<file path="config.mk">
export PLATFORM = sky130hd
export DESIGN_NAME = usb_control_endpoint_responder_flat
export DESIGN_NICKNAME = d
export VERILOG_FILES = /design/src/hw/rtl/ucer_pkg.sv /design/src/hw/rtl/ucer_if.sv /design/src/hw/rtl/ucer_front.sv /design/src/hw/rtl/ucer_queue.sv /design/src/hw/rtl/ucer_back.sv /design/src/hw/rtl/usb_control_endpoint_responder.sv /design/src/flat_wrapper.sv
export VERILOG_INCLUDE_DIRS = /design/src /design/src/hw/rtl
export SDC_FILE = /design/constraint.sdc
export NUM_CORES = 1
export LEC_CHECK = 0
export BUFFER_PORTS_ARGS = -buffer_cell sky130_fd_sc_hd__buf_2
export CORE_ASPECT_RATIO = 0.6
export CORE_UTILIZATION = 35
export DETAILED_ROUTE_END_ITERATION = 10
export PLACE_DENSITY = 0.59
export SYNTH_ARGS = -nofsm -noshare
export SYNTH_HDL_FRONTEND = slang
export SYNTH_SLANG_ARGS = --single-unit
</file>
<file path="constraint.sdc">
create_clock -name clk -period 2.8 [get_ports clk]
set_clock_uncertainty 0.2 [all_clocks]
set_input_delay 0.28 -clock clk [delete_from_list [all_inputs] [get_ports clk]]
set_output_delay 0.28 -clock clk [all_outputs]
set_load 0.005 [all_outputs]
</file>
<file path="src/hw/rtl/usb_control_endpoint_responder_defines.svh">
// assertion helpers used by the responder back end (ucer_back)
`ifndef USB_CONTROL_ENDPOINT_RESPONDER_DEFINES_SVH
`define USB_CONTROL_ENDPOINT_RESPONDER_DEFINES_SVH

// same-cycle implication, idle during reset
`define UCER_ASSERT_IMPL(label, clk, rst_n, ante, cons, msg) \
    label: assert property (@(posedge clk) disable iff (!rst_n) (ante) |-> (cons)) \
        else $error(msg);

// next-cycle implication, idle during reset
`define UCER_ASSERT_NEXT(label, clk, rst_n, ante, cons, msg) \
    label: assert property (@(posedge clk) disable iff (!rst_n) (ante) |=> (cons)) \
        else $error(msg);

`endif

</file>
<file path="src/hw/rtl/ucer_pkg.sv">
`timescale 1ns / 1ps

package ucer_pkg;

    localparam int ADDR_W      = 7;
    localparam int CONF_W      = 4;
    localparam int LEN_W       = 8;
    localparam int NUM_DESC    = 7;
    localparam int CFG_INDEX_W = 3;
    localparam int QUEUE_DEPTH = 2;

    typedef enum logic [1:0] {
        EVT_SETUP     = 2'd0,
        EVT_OUT_DATA  = 2'd1,
        EVT_IN_DONE   = 2'd2,
        EVT_BUS_RESET = 2'd3
    } evt_kind_t;

    typedef enum logic [2:0] {
        ACT_NONE  = 3'd0,
        ACT_SEND  = 3'd1,
        ACT_ZLP   = 3'd2,
        ACT_DONE  = 3'd3,
        ACT_ERROR = 3'd4
    } action_t;

    typedef enum logic [2:0] {
        OP_NONE       = 3'd0,
        OP_SEND       = 3'd1,
        OP_SET_ADDR   = 3'd2,
        OP_SET_CONFIG = 3'd3,
        OP_ERROR      = 3'd4,
        OP_IN_DONE    = 3'd5,
        OP_BUS_RESET  = 3'd6
    } cmd_op_t;

    typedef enum logic [2:0] {
        REG_CONFIG_VALUE = 3'd0,
        REG_DEVICE_LEN   = 3'd1,
        REG_CONFIG_LEN   = 3'd2,
        REG_QUAL_LEN     = 3'd3,
        REG_LANG_LEN     = 3'd4,
        REG_VENDOR_LEN   = 3'd5,
        REG_PRODUCT_LEN  = 3'd6,
        REG_SERIAL_LEN   = 3'd7
    } reg_index_t;

    // descriptor selects
    localparam logic [2:0] SEL_DEVICE = 3'd0;
    localparam logic [2:0] SEL_CONFIG = 3'd1;
    localparam logic [2:0] SEL_QUAL   = 3'd2;
    localparam logic [2:0] SEL_LANG   = 3'd3;

    // standard request fields
    localparam logic [7:0] RT_DEV_TO_HOST = 8'h80;
    localparam logic [7:0] RT_HOST_TO_DEV = 8'h00;
    localparam logic [7:0] RC_SET_ADDRESS = 8'd5;
    localparam logic [7:0] RC_GET_DESC    = 8'd6;
    localparam logic [7:0] RC_SET_CONFIG  = 8'd9;
    localparam logic [7:0] DT_DEVICE      = 8'd1;
    localparam logic [7:0] DT_CONFIG      = 8'd2;
    localparam logic [7:0] DT_STRING      = 8'd3;
    localparam logic [7:0] DT_QUALIFIER   = 8'd6;
    localparam logic [7:0] MAX_STRING_IDX = 8'd3;

    localparam logic [CONF_W-1:0] CONFIG_VALUE_RST = 4'd1;
    localparam logic [NUM_DESC-1:0][LEN_W-1:0] DESC_LEN_RST =
        {8'd24, 8'd28, 8'd30, 8'd4, 8'd10, 8'd32, 8'd18};

    typedef struct packed {
        logic [CONF_W-1:0]                config_value;
        logic [NUM_DESC-1:0][LEN_W-1:0]   desc_len;
    } cfg_t;

    typedef struct packed {
        cmd_op_t            op;
        logic [2:0]         sel;
        logic [LEN_W-1:0]   tx_length;
        logic [ADDR_W-1:0]  value;
    } cmd_t;

endpackage

</file>
<file path="src/hw/rtl/ucer_if.sv">
`timescale 1ns / 1ps

interface ucer_event_if;
    logic        valid;
    logic        ready;
    logic [1:0]  event_kind;
    logic [9:0]  received_bytes;
    logic [7:0]  request_type;
    logic [7:0]  request_code;
    logic [15:0] request_value;
    logic [15:0] request_length;

    modport source (
        output valid, event_kind, received_bytes, request_type, request_code,
               request_value, request_length,
        input  ready
    );
    modport sink (
        input  valid, event_kind, received_bytes, request_type, request_code,
               request_value, request_length,
        output ready
    );
endinterface

interface ucer_result_if;
    logic       valid;
    logic       ready;
    logic [2:0] action;
    logic [2:0] descriptor_select;
    logic [7:0] tx_length;
    logic [6:0] device_address;
    logic       address_updated;
    logic       configured;
    logic       start_bulk_in;

    modport source (
        output valid, action, descriptor_select, tx_length, device_address,
               address_updated, configured, start_bulk_in,
        input  ready
    );
    modport sink (
        input  valid, action, descriptor_select, tx_length, device_address,
               address_updated, configured, start_bulk_in,
        output ready
    );
endinterface

</file>
<file path="src/hw/rtl/ucer_front.sv">
`timescale 1ns / 1ps

module ucer_front (
    ucer_event_if.sink       req,
    input  ucer_pkg::cfg_t   cfg,
    input  logic             queue_ready,
    output logic             push,
    output ucer_pkg::cmd_t   cmd
);

    logic                       long_enough;
    logic                       desc_ok;
    logic [2:0]                 desc_sel;
    logic [ucer_pkg::LEN_W-1:0] desc_len;
    logic [7:0]                 dtype;
    logic [7:0]                 didx;

    assign req.ready   = queue_ready;
    assign push        = req.valid && queue_ready;
    assign long_enough = (req.received_bytes[9:3] != 7'd0);
    assign dtype       = req.request_value[15:8];
    assign didx        = req.request_value[7:0];

    always_comb
    begin
        desc_ok  = 1'b1;
        desc_sel = ucer_pkg::SEL_DEVICE;
        case (dtype)
            ucer_pkg::DT_DEVICE:    desc_sel = ucer_pkg::SEL_DEVICE;
            ucer_pkg::DT_CONFIG:    desc_sel = ucer_pkg::SEL_CONFIG;
            ucer_pkg::DT_QUALIFIER: desc_sel = ucer_pkg::SEL_QUAL;
            ucer_pkg::DT_STRING:
            begin
                desc_ok  = (didx <= ucer_pkg::MAX_STRING_IDX);
                desc_sel = ucer_pkg::SEL_LANG + didx[2:0];
            end
            default:                desc_ok = 1'b0;
        endcase
    end

    // string index is at most 3 when used, so the select stays below seven
    assign desc_len = cfg.desc_len[desc_sel];

    always_comb
    begin
        cmd           = '0;
        cmd.op        = ucer_pkg::OP_NONE;
        case (ucer_pkg::evt_kind_t'(req.event_kind))
            ucer_pkg::EVT_SETUP:
            begin
                cmd.op = ucer_pkg::OP_ERROR;
                if (long_enough)
                begin
                    if (req.request_type == ucer_pkg::RT_DEV_TO_HOST &&
                        req.request_code == ucer_pkg::RC_GET_DESC && desc_ok)
                    begin
                        cmd.op        = ucer_pkg::OP_SEND;
                        cmd.sel       = desc_sel;
                        // clamp the host length to the descriptor length
                        cmd.tx_length = (req.request_length < {8'd0, desc_len}) ?
                                        req.request_length[7:0] : desc_len;
                    end
                    else if (req.request_type == ucer_pkg::RT_HOST_TO_DEV &&
                             req.request_code == ucer_pkg::RC_SET_ADDRESS)
                    begin
                        cmd.op    = ucer_pkg::OP_SET_ADDR;
                        cmd.value = req.request_value[ucer_pkg::ADDR_W-1:0];
                    end
                    else if (req.request_type == ucer_pkg::RT_HOST_TO_DEV &&
                             req.request_code == ucer_pkg::RC_SET_CONFIG)
                    begin
                        cmd.op    = ucer_pkg::OP_SET_CONFIG;
                        cmd.value = {3'd0, req.request_value[ucer_pkg::CONF_W-1:0]};
                    end
                end
            end
            ucer_pkg::EVT_OUT_DATA:  cmd.op = ucer_pkg::OP_NONE;
            ucer_pkg::EVT_IN_DONE:   cmd.op = ucer_pkg::OP_IN_DONE;
            ucer_pkg::EVT_BUS_RESET: cmd.op = ucer_pkg::OP_BUS_RESET;
            default:                 cmd.op = ucer_pkg::OP_NONE;
        endcase
    end

endmodule

</file>
<file path="src/hw/rtl/ucer_queue.sv">
`timescale 1ns / 1ps

module ucer_queue #(
    parameter int DEPTH = ucer_pkg::QUEUE_DEPTH
) (
    input  logic            clk,
    input  logic            rst_n,
    input  logic            push,
    input  ucer_pkg::cmd_t  push_cmd,
    input  logic            pop,
    output logic            not_full,
    output logic            not_empty,
    output ucer_pkg::cmd_t  head
);

    localparam int PW = (DEPTH > 1) ? $clog2(DEPTH) : 1;
    localparam int CW = $clog2(DEPTH + 1);
    localparam logic [PW-1:0] LAST = PW'(DEPTH - 1);
    localparam logic [CW-1:0] FULL = CW'(DEPTH);

    ucer_pkg::cmd_t  slot_reg [DEPTH];
    logic [PW-1:0]   wr_ptr_reg, wr_ptr_next;
    logic [PW-1:0]   rd_ptr_reg, rd_ptr_next;
    logic [CW-1:0]   count_reg, count_next;

    assign not_full  = (count_reg != FULL);
    assign not_empty = (count_reg != '0);
    assign head      = slot_reg[rd_ptr_reg];

    always_comb
    begin
        wr_ptr_next = wr_ptr_reg;
        rd_ptr_next = rd_ptr_reg;
        count_next  = count_reg;
        if (push)
            wr_ptr_next = (wr_ptr_reg == LAST) ? '0 : wr_ptr_reg + 1'b1;
        if (pop)
            rd_ptr_next = (rd_ptr_reg == LAST) ? '0 : rd_ptr_reg + 1'b1;
        if (push && !pop)
            count_next = count_reg + 1'b1;
        else if (pop && !push)
            count_next = count_reg - 1'b1;
    end

    always_ff @(posedge clk or negedge rst_n)
    begin
        if (!rst_n)
        begin
            wr_ptr_reg <= '0;
            rd_ptr_reg <= '0;
            count_reg  <= '0;
        end
        else
        begin
            wr_ptr_reg <= wr_ptr_next;
            rd_ptr_reg <= rd_ptr_next;
            count_reg  <= count_next;
        end
    end

    always_ff @(posedge clk)
    begin
        if (push)
            slot_reg[wr_ptr_reg] <= push_cmd;
    end

endmodule

</file>
<file path="src/hw/rtl/ucer_back.sv">
`timescale 1ns / 1ps
`include "usb_control_endpoint_responder_defines.svh"

module ucer_back (
    input  logic                         clk,
    input  logic                         rst_n,
    input  logic [ucer_pkg::CONF_W-1:0]  config_value,
    input  logic                         cmd_valid,
    input  ucer_pkg::cmd_t               cmd,
    output logic                         pop,
    ucer_result_if.source                rsp
);

    logic [ucer_pkg::ADDR_W-1:0] pend_addr_reg, pend_addr_next;
    logic [ucer_pkg::CONF_W-1:0] pend_conf_reg, pend_conf_next;
    logic [ucer_pkg::ADDR_W-1:0] cur_addr_reg, cur_addr_next;
    logic                        configured_reg, configured_next;
    logic                        out_valid_reg;

    ucer_pkg::action_t           action_reg, action_next;
    logic [2:0]                  sel_reg, sel_next;
    logic [ucer_pkg::LEN_W-1:0]  tx_len_reg, tx_len_next;
    logic                        addr_upd_reg, addr_upd_next;
    logic                        bulk_reg, bulk_next;

    // take a command whenever the output register is free or being emptied
    assign pop = cmd_valid && (!out_valid_reg || rsp.ready);

    always_comb
    begin
        pend_addr_next  = pend_addr_reg;
        pend_conf_next  = pend_conf_reg;
        cur_addr_next   = cur_addr_reg;
        configured_next = configured_reg;
        action_next     = ucer_pkg::ACT_NONE;
        sel_next        = '0;
        tx_len_next     = '0;
        addr_upd_next   = 1'b0;
        bulk_next       = 1'b0;
        case (cmd.op)
            ucer_pkg::OP_NONE:       action_next = ucer_pkg::ACT_NONE;
            ucer_pkg::OP_ERROR:      action_next = ucer_pkg::ACT_ERROR;
            ucer_pkg::OP_SEND:
            begin
                action_next = ucer_pkg::ACT_SEND;
                sel_next    = cmd.sel;
                tx_len_next = cmd.tx_length;
            end
            ucer_pkg::OP_SET_ADDR:
            begin
                action_next    = ucer_pkg::ACT_ZLP;
                pend_addr_next = cmd.value;
            end
            ucer_pkg::OP_SET_CONFIG:
            begin
                action_next    = ucer_pkg::ACT_ZLP;
                pend_conf_next = cmd.value[ucer_pkg::CONF_W-1:0];
            end
            ucer_pkg::OP_IN_DONE:
            begin
                action_next = ucer_pkg::ACT_DONE;
                // zero pending means nothing pending
                if (pend_addr_reg != '0)
                begin
                    cur_addr_next  = pend_addr_reg;
                    addr_upd_next  = 1'b1;
                    pend_addr_next = '0;
                end
                if (pend_conf_reg != '0)
                begin
                    if (pend_conf_reg == config_value)
                    begin
                        configured_next = 1'b1;
                        bulk_next       = 1'b1;
                    end
                    pend_conf_next = '0;
                end
            end
            ucer_pkg::OP_BUS_RESET:
            begin
                addr_upd_next   = (cur_addr_reg != '0);
                cur_addr_next   = '0;
                pend_addr_next  = '0;
                pend_conf_next  = '0;
                configured_next = 1'b0;
            end
            default:                 action_next = ucer_pkg::ACT_NONE;
        endcase
    end

    always_ff @(posedge clk or negedge rst_n)
    begin
        if (!rst_n)
        begin
            pend_addr_reg  <= '0;
            pend_conf_reg  <= '0;
            cur_addr_reg   <= '0;
            configured_reg <= 1'b0;
            out_valid_reg  <= 1'b0;
        end
        else
        begin
            if (pop)
            begin
                pend_addr_reg  <= pend_addr_next;
                pend_conf_reg  <= pend_conf_next;
                cur_addr_reg   <= cur_addr_next;
                configured_reg <= configured_next;
                out_valid_reg  <= 1'b1;
            end
            else if (rsp.ready)
            begin
                out_valid_reg  <= 1'b0;
            end
        end
    end

    always_ff @(posedge clk)
    begin
        if (pop)
        begin
            action_reg   <= action_next;
            sel_reg      <= sel_next;
            tx_len_reg   <= tx_len_next;
            addr_upd_reg <= addr_upd_next;
            bulk_reg     <= bulk_next;
        end
    end

    assign rsp.valid             = out_valid_reg;
    assign rsp.action            = action_reg;
    assign rsp.descriptor_select = sel_reg;
    assign rsp.tx_length         = tx_len_reg;
    assign rsp.device_address    = cur_addr_reg;
    assign rsp.address_updated   = addr_upd_reg;
    assign rsp.configured        = configured_reg;
    assign rsp.start_bulk_in     = bulk_reg;

    `UCER_ASSERT_IMPL(a_bulk_means_configured, clk, rst_n, out_valid_reg && bulk_reg, configured_reg, "bulk start without configured flag")
    `UCER_ASSERT_IMPL(a_unused_fields_zero, clk, rst_n, out_valid_reg && action_reg != ucer_pkg::ACT_SEND, sel_reg == 3'd0 && tx_len_reg == '0, "descriptor fields set on non-send action")
    `UCER_ASSERT_IMPL(a_done_addr_nonzero, clk, rst_n, out_valid_reg && addr_upd_reg && action_reg == ucer_pkg::ACT_DONE, cur_addr_reg != '0, "address applied as zero")
    `UCER_ASSERT_NEXT(a_pop_loads_output, clk, rst_n, pop, out_valid_reg, "popped command produced no result")

endmodule

</file>
<file path="src/hw/rtl/usb_control_endpoint_responder.sv">
`timescale 1ns / 1ps
// channel  dir  handshake      payload
// req      in   valid/ready    event_kind, received_bytes, request_*
// rsp      out  valid/ready    action, descriptor_select, tx_length, address/config status
// cfg      in   cfg_we only    cfg_index, cfg_wdata
// rate: one item per cycle sustained while rsp.ready holds; results pass the queue, then the output register
// the front classifies in the acceptance cycle, the back updates state when it pops the command
// req.ready falls only when the command queue is full (output stalled)
// reset clears queue, pending values, address and configured flag; no clearing pass
// configuration registers return to their defaults on reset

module usb_control_endpoint_responder #(
    parameter int QUEUE_DEPTH = ucer_pkg::QUEUE_DEPTH
) (
    input  logic                              clk,
    input  logic                              rst_n,
    input  logic                              cfg_we,
    input  logic [ucer_pkg::CFG_INDEX_W-1:0]  cfg_index,
    input  logic [ucer_pkg::LEN_W-1:0]        cfg_wdata,
    ucer_event_if.sink                        req,
    ucer_result_if.source                     rsp
);

    ucer_pkg::cfg_t  cfg_reg;
    ucer_pkg::cmd_t  front_cmd;
    ucer_pkg::cmd_t  head_cmd;
    logic            push;
    logic            pop;
    logic            not_full;
    logic            not_empty;

    always_ff @(posedge clk or negedge rst_n)
    begin
        if (!rst_n)
        begin
            cfg_reg.config_value <= ucer_pkg::CONFIG_VALUE_RST;
            cfg_reg.desc_len     <= ucer_pkg::DESC_LEN_RST;
        end
        else if (cfg_we)
        begin
            case (ucer_pkg::reg_index_t'(cfg_index))
                ucer_pkg::REG_CONFIG_VALUE:
                    cfg_reg.config_value <= cfg_wdata[ucer_pkg::CONF_W-1:0];
                ucer_pkg::REG_DEVICE_LEN:  cfg_reg.desc_len[0] <= cfg_wdata;
                ucer_pkg::REG_CONFIG_LEN:  cfg_reg.desc_len[1] <= cfg_wdata;
                ucer_pkg::REG_QUAL_LEN:    cfg_reg.desc_len[2] <= cfg_wdata;
                ucer_pkg::REG_LANG_LEN:    cfg_reg.desc_len[3] <= cfg_wdata;
                ucer_pkg::REG_VENDOR_LEN:  cfg_reg.desc_len[4] <= cfg_wdata;
                ucer_pkg::REG_PRODUCT_LEN: cfg_reg.desc_len[5] <= cfg_wdata;
                ucer_pkg::REG_SERIAL_LEN:  cfg_reg.desc_len[6] <= cfg_wdata;
                default:                   cfg_reg <= cfg_reg;
            endcase
        end
    end

    ucer_front u_front (
        .req         (req),
        .cfg         (cfg_reg),
        .queue_ready (not_full),
        .push        (push),
        .cmd         (front_cmd)
    );

    ucer_queue #(
        .DEPTH (QUEUE_DEPTH)
    ) u_queue (
        .clk       (clk),
        .rst_n     (rst_n),
        .push      (push),
        .push_cmd  (front_cmd),
        .pop       (pop),
        .not_full  (not_full),
        .not_empty (not_empty),
        .head      (head_cmd)
    );

    ucer_back u_back (
        .clk          (clk),
        .rst_n        (rst_n),
        .config_value (cfg_reg.config_value),
        .cmd_valid    (not_empty),
        .cmd          (head_cmd),
        .pop          (pop),
        .rsp          (rsp)
    );

endmodule
</file>
<file path="src/flat_wrapper.sv">
// flat-port wrapper written by rule: the top's interface ports become plain ports
module usb_control_endpoint_responder_flat 
#(
    parameter int QUEUE_DEPTH = ucer_pkg::QUEUE_DEPTH
)
  (clk, rst_n, cfg_we, cfg_index, cfg_wdata, req_valid, req_event_kind, req_received_bytes, req_request_type, req_request_code, req_request_value, req_request_length, req_ready, rsp_valid, rsp_action, rsp_descriptor_select, rsp_tx_length, rsp_device_address, rsp_address_updated, rsp_configured, rsp_start_bulk_in, rsp_ready);
  ucer_event_if req_i ();
  ucer_result_if rsp_i ();
  input  logic clk;
  input  logic rst_n;
  input  logic cfg_we;
  input  logic [ucer_pkg::CFG_INDEX_W-1:0] cfg_index;
  input  logic [ucer_pkg::LEN_W-1:0] cfg_wdata;
  input wire logic [$bits(req_i.valid)-1:0] req_valid;
  input wire logic [$bits(req_i.event_kind)-1:0] req_event_kind;
  input wire logic [$bits(req_i.received_bytes)-1:0] req_received_bytes;
  input wire logic [$bits(req_i.request_type)-1:0] req_request_type;
  input wire logic [$bits(req_i.request_code)-1:0] req_request_code;
  input wire logic [$bits(req_i.request_value)-1:0] req_request_value;
  input wire logic [$bits(req_i.request_length)-1:0] req_request_length;
  output wire logic [$bits(req_i.ready)-1:0] req_ready;
  output wire logic [$bits(rsp_i.valid)-1:0] rsp_valid;
  output wire logic [$bits(rsp_i.action)-1:0] rsp_action;
  output wire logic [$bits(rsp_i.descriptor_select)-1:0] rsp_descriptor_select;
  output wire logic [$bits(rsp_i.tx_length)-1:0] rsp_tx_length;
  output wire logic [$bits(rsp_i.device_address)-1:0] rsp_device_address;
  output wire logic [$bits(rsp_i.address_updated)-1:0] rsp_address_updated;
  output wire logic [$bits(rsp_i.configured)-1:0] rsp_configured;
  output wire logic [$bits(rsp_i.start_bulk_in)-1:0] rsp_start_bulk_in;
  input wire logic [$bits(rsp_i.ready)-1:0] rsp_ready;
  assign req_i.valid = req_valid;
  assign req_i.event_kind = req_event_kind;
  assign req_i.received_bytes = req_received_bytes;
  assign req_i.request_type = req_request_type;
  assign req_i.request_code = req_request_code;
  assign req_i.request_value = req_request_value;
  assign req_i.request_length = req_request_length;
  assign req_ready = req_i.ready;
  assign rsp_valid = rsp_i.valid;
  assign rsp_action = rsp_i.action;
  assign rsp_descriptor_select = rsp_i.descriptor_select;
  assign rsp_tx_length = rsp_i.tx_length;
  assign rsp_device_address = rsp_i.device_address;
  assign rsp_address_updated = rsp_i.address_updated;
  assign rsp_configured = rsp_i.configured;
  assign rsp_start_bulk_in = rsp_i.start_bulk_in;
  assign rsp_i.ready = rsp_ready;
  usb_control_endpoint_responder #(.QUEUE_DEPTH(QUEUE_DEPTH)) u_core (.clk(clk), .rst_n(rst_n), .cfg_we(cfg_we), .cfg_index(cfg_index), .cfg_wdata(cfg_wdata), .req(req_i), .rsp(rsp_i));
endmodule
</file>
==> run summary <==
slowest CP cell: or4_4
Tcrit/Tclk final: 112%
grt total ovfl: 0
delay-heaviest family, CP: compound AO/OA/AOI/OAI gates
Post-Syn Instances: 543
synth warn: 0
Setup Crit Path Kind: input pin to register
post-synthesis async set-or-reset flop share: 59.2%
WP buf/inv: 1
unrepaired setup endpoints after global routing: true
I/O Buffers: 98
grt met3 use: 3.65%
hold crit path type: input pin to register
Finished Cell Area: 9140 µm²
f_max: 318 MHz
Post-synth top flop: dfrtp_1
max reg flops: 60
Die X: 184 µm
Tmin final: 3.14 ns
synthesized cell area: 6960 µm²
static leakage: 0.00379 µW
Num CTS Buffers: 17
clk sinks: 142
Filler cells: 1716
Slew @ Worst Pin: 0.808 ns
Die Ht: 111 µm
Placed Instances: 933
routing usage on met1: 26.4%
GP Congestion: 0.847
num rows: 39
Post-synth EDFFs: 58
Root Driver: clkbuf_16
GR Util met2: 28.3%
number of global-route vias before repair: 5455
die area: 20500 µm²
routed vias/inst: 5.18
failing checks: negative setup slack
DRC: 0
wire length per cell: 18.1 µm
Setup WS pre-CTS: -0.983 ns
Crit. End Element: register
Total Routing Usage GR: 18.6%
Via Count: 5101
MaxCap Viol Count: 0
status: complete, but fails checks
final hold violations: 0
synth unique cells: 74
DP Area: 8170 µm²
post-synthesis sequential area ratio: 55.5%
Max IR drop VDD: 0.410 mV
remaining antenna violation count: 0
Core Region: 19300 µm²
post-DP HPWL: 13300 µm
Total Neg Setup Slack: -5.08 ns
crit path DAT: 3.17 ns
Routed WL: 17800 µm
largest net degree at the start of global routing: 35
critical path required time: 2.82 ns
Top-Level Pins: 102
gr busiest metal: met2
DR iter-0 viols: 306
CTS tree: yes
first drt pass iteration count: 4
FF+latch count, synth: 142
initial antenna violation count: 0
Max-slew headroom: 45.9%
Max Slew Vio Count: 0
Setup-failing EPs final: 16
Clock Latency Late Sink: 0.42 ns
first-pass GRT wire length: 28600 µm
CP Max Fanout: 7
Final Worst Setup Slack: -0.344 ns
kind of start point of the critical path: input pin
Synth-to-Final Area Change: 31.3%
synthesized area per cell: 12.8 µm²
Reg clk slew, reported paths: 0.06 ns
PwrDens: 827 nW/µm²
Post-Layout Cell Count: 984
CTS Buffer Depth: 2
max incr delay on CP: 0.56 ns
# diodes: 0
total power: 7560 µW
CTS H-tree depth: 4
Initial Utilization: 36.1%
share of layout cells above drive strength 1: 47.5%
Layout Nets: 790
synthesized net count: 628
worst path cell trace: buf_2, nor3_4, nand4b_4, or4_4, o2111ai_2, o41a_1, ha_4, a22o_1, o31ai_2, nand4_2, a31o_4, a221oi_4
==> area by class of cell <==
type	count	area, µm²	share of cell area [%]
clock inverters	11	116	1.27
multi-input cells	363	3190	34.9
well taps	266	333	3.64
clock buffers	21	504	5.52
flip-flops and latches	142	3860	42.3
inverters	19	76.3	0.835
repair buffers	162	1060	11.6
==> final timing paths <==
check,start,endpoint,slack (ns),cells after the start
worst max-delay path,req_request_value[13],u_core.u_queue.slot_reg[0][12],-0.34,12
worst min-delay path,cfg_wdata[6],u_core.cfg_reg[38],0.01,2
worst max register to register,u_core.cfg_reg[43],u_core.u_queue.slot_reg[0][12],-0.27,11
worst min register to register,u_core.u_queue.wr_ptr_reg,u_core.u_queue.wr_ptr_reg,0.29,1
max in group asynchronous,rst_n,u_core.cfg_reg[56],1.50,3
min in group asynchronous,rst_n,u_core.u_queue.count_reg[0],0.19,2
==> power breakdown <==
part / switching [µW] / internal (µW) / total [µW]
sequential: 337 / 2860 / 3190
combinational: 1080 / 975 / 2060
clock: 907 / 1400 / 2310
==> kinds of logic (layout without fill, tap and decap cells) <==
group | after synthesis | after routing | share of synthesized area [%]
and+or+nand+nor | 160 | 160 | 13.4
DFF | 142 | 142 | 55.5
muxes | 99 | 99 | 15.5
AOI/OAI and AO/OA | 80 | 80 | 9.40
buffers and inverters | 39 | 213 | 2.75
xor gates and xnor gates | 14 | 15 | 1.87
adders and majority gates | 9 | 9 | 1.62
==> metrics by stage <==
| stage | util [%] | hold slack (ns) |
|---|---|---|
| 2_1_floorplan | - | -0.216 |
| 3_3_place_gp | 42.4 | 0.0848 |
| 3_5_place_dp | 42.4 | 0.0916 |
| 4_1_cts | 47.2 | 0.00165 |
| 5_1_grt | 47.4 | 0.0131 |
| 6_report | 47.4 | 0.0124 |
==> layer usage <==
metal / vias up / routed length, µm
li1: 2358 / -
met2: 149 / 7920
met4: 0 / 93
met3: 6 / 1140
met1: 2588 / 8670
met5: - / 0
==> cells in the mapped netlist (3+ instances only) <==
cell type | number | area share [%]
a221oi_1 | 6 | 0.75
mux2i_1 | 27 | 3.9
edfxtp_1 | 58 | 25
and3_1 | 9 | 0.81
and2_1 | 4 | 0.36
buf_4 | 5 | 0.54
nor3_1 | 10 | 0.72
nand4_1 | 5 | 0.45
a21boi_0 | 6 | 0.65
dfrtp_1 | 68 | 24
xnor2_1 | 6 | 0.75
nand4b_1 | 3 | 0.38
xor2_1 | 7 | 0.88
nand3_1 | 5 | 0.36
nand2_1 | 33 | 1.8
inv_1 | 19 | 1.0
a211oi_1 | 3 | 0.32
nand2b_1 | 7 | 0.63
a21oi_1 | 17 | 1.2
dfstp_2 | 16 | 6.0
ha_1 | 9 | 1.6
or4_1 | 5 | 0.54
nor2_1 | 39 | 2.1
buf_2 | 4 | 0.29
a21o_1 | 4 | 0.43
o21ai_0 | 13 | 0.93
o221a_2 | 6 | 0.97
nor4_1 | 13 | 1.2
clkbuf_1 | 7 | 0.38
a211oi_2 | 4 | 0.72
mux2_2 | 70 | 11
==> cells in the final DEF (no fill, tap or decap), drive strengths merged, types with 2 or more instances in the layout <==
cell and count:
a21boi 6, nor4b 2, xnor2 7, nand2b 7
xor2 8, nand4b 4, and3 9, inv 24
or4 5, and2 6, nand2 34, buf 156
o21ai 14, edfxtp 58, nor4 14, a211oi 7
or2 3, dfrtp 68, nor2 41, o221a 6
ha 9, dlygate4sd3 6, mux2i 27, nor3 13
nand3 6, nor2b 2, nor3b 4, nand3b 3
nand4 6, o31ai 2, o2111ai 2, dfstp 16
clkbuf 21, a221oi 7, mux2 72, a21o 4
a31oi 2, a21oi 19, clkinv 5
==> timing repair <==
| item | in CTS | in global routing |
|---|---|---|
| resized for setup | 33 | 7 |
| endpoints found under the setup margin | 16 | 16 |
| cloned | 1 | 0 |
| buffers inserted | 10 | 2 |
| endpoints found under the hold margin | 39 | 0 |
| pin swaps | 17 | 2 |
| hold buffers | 6 | 0 |
Note: power is estimated with default switching activity, not from simulation.
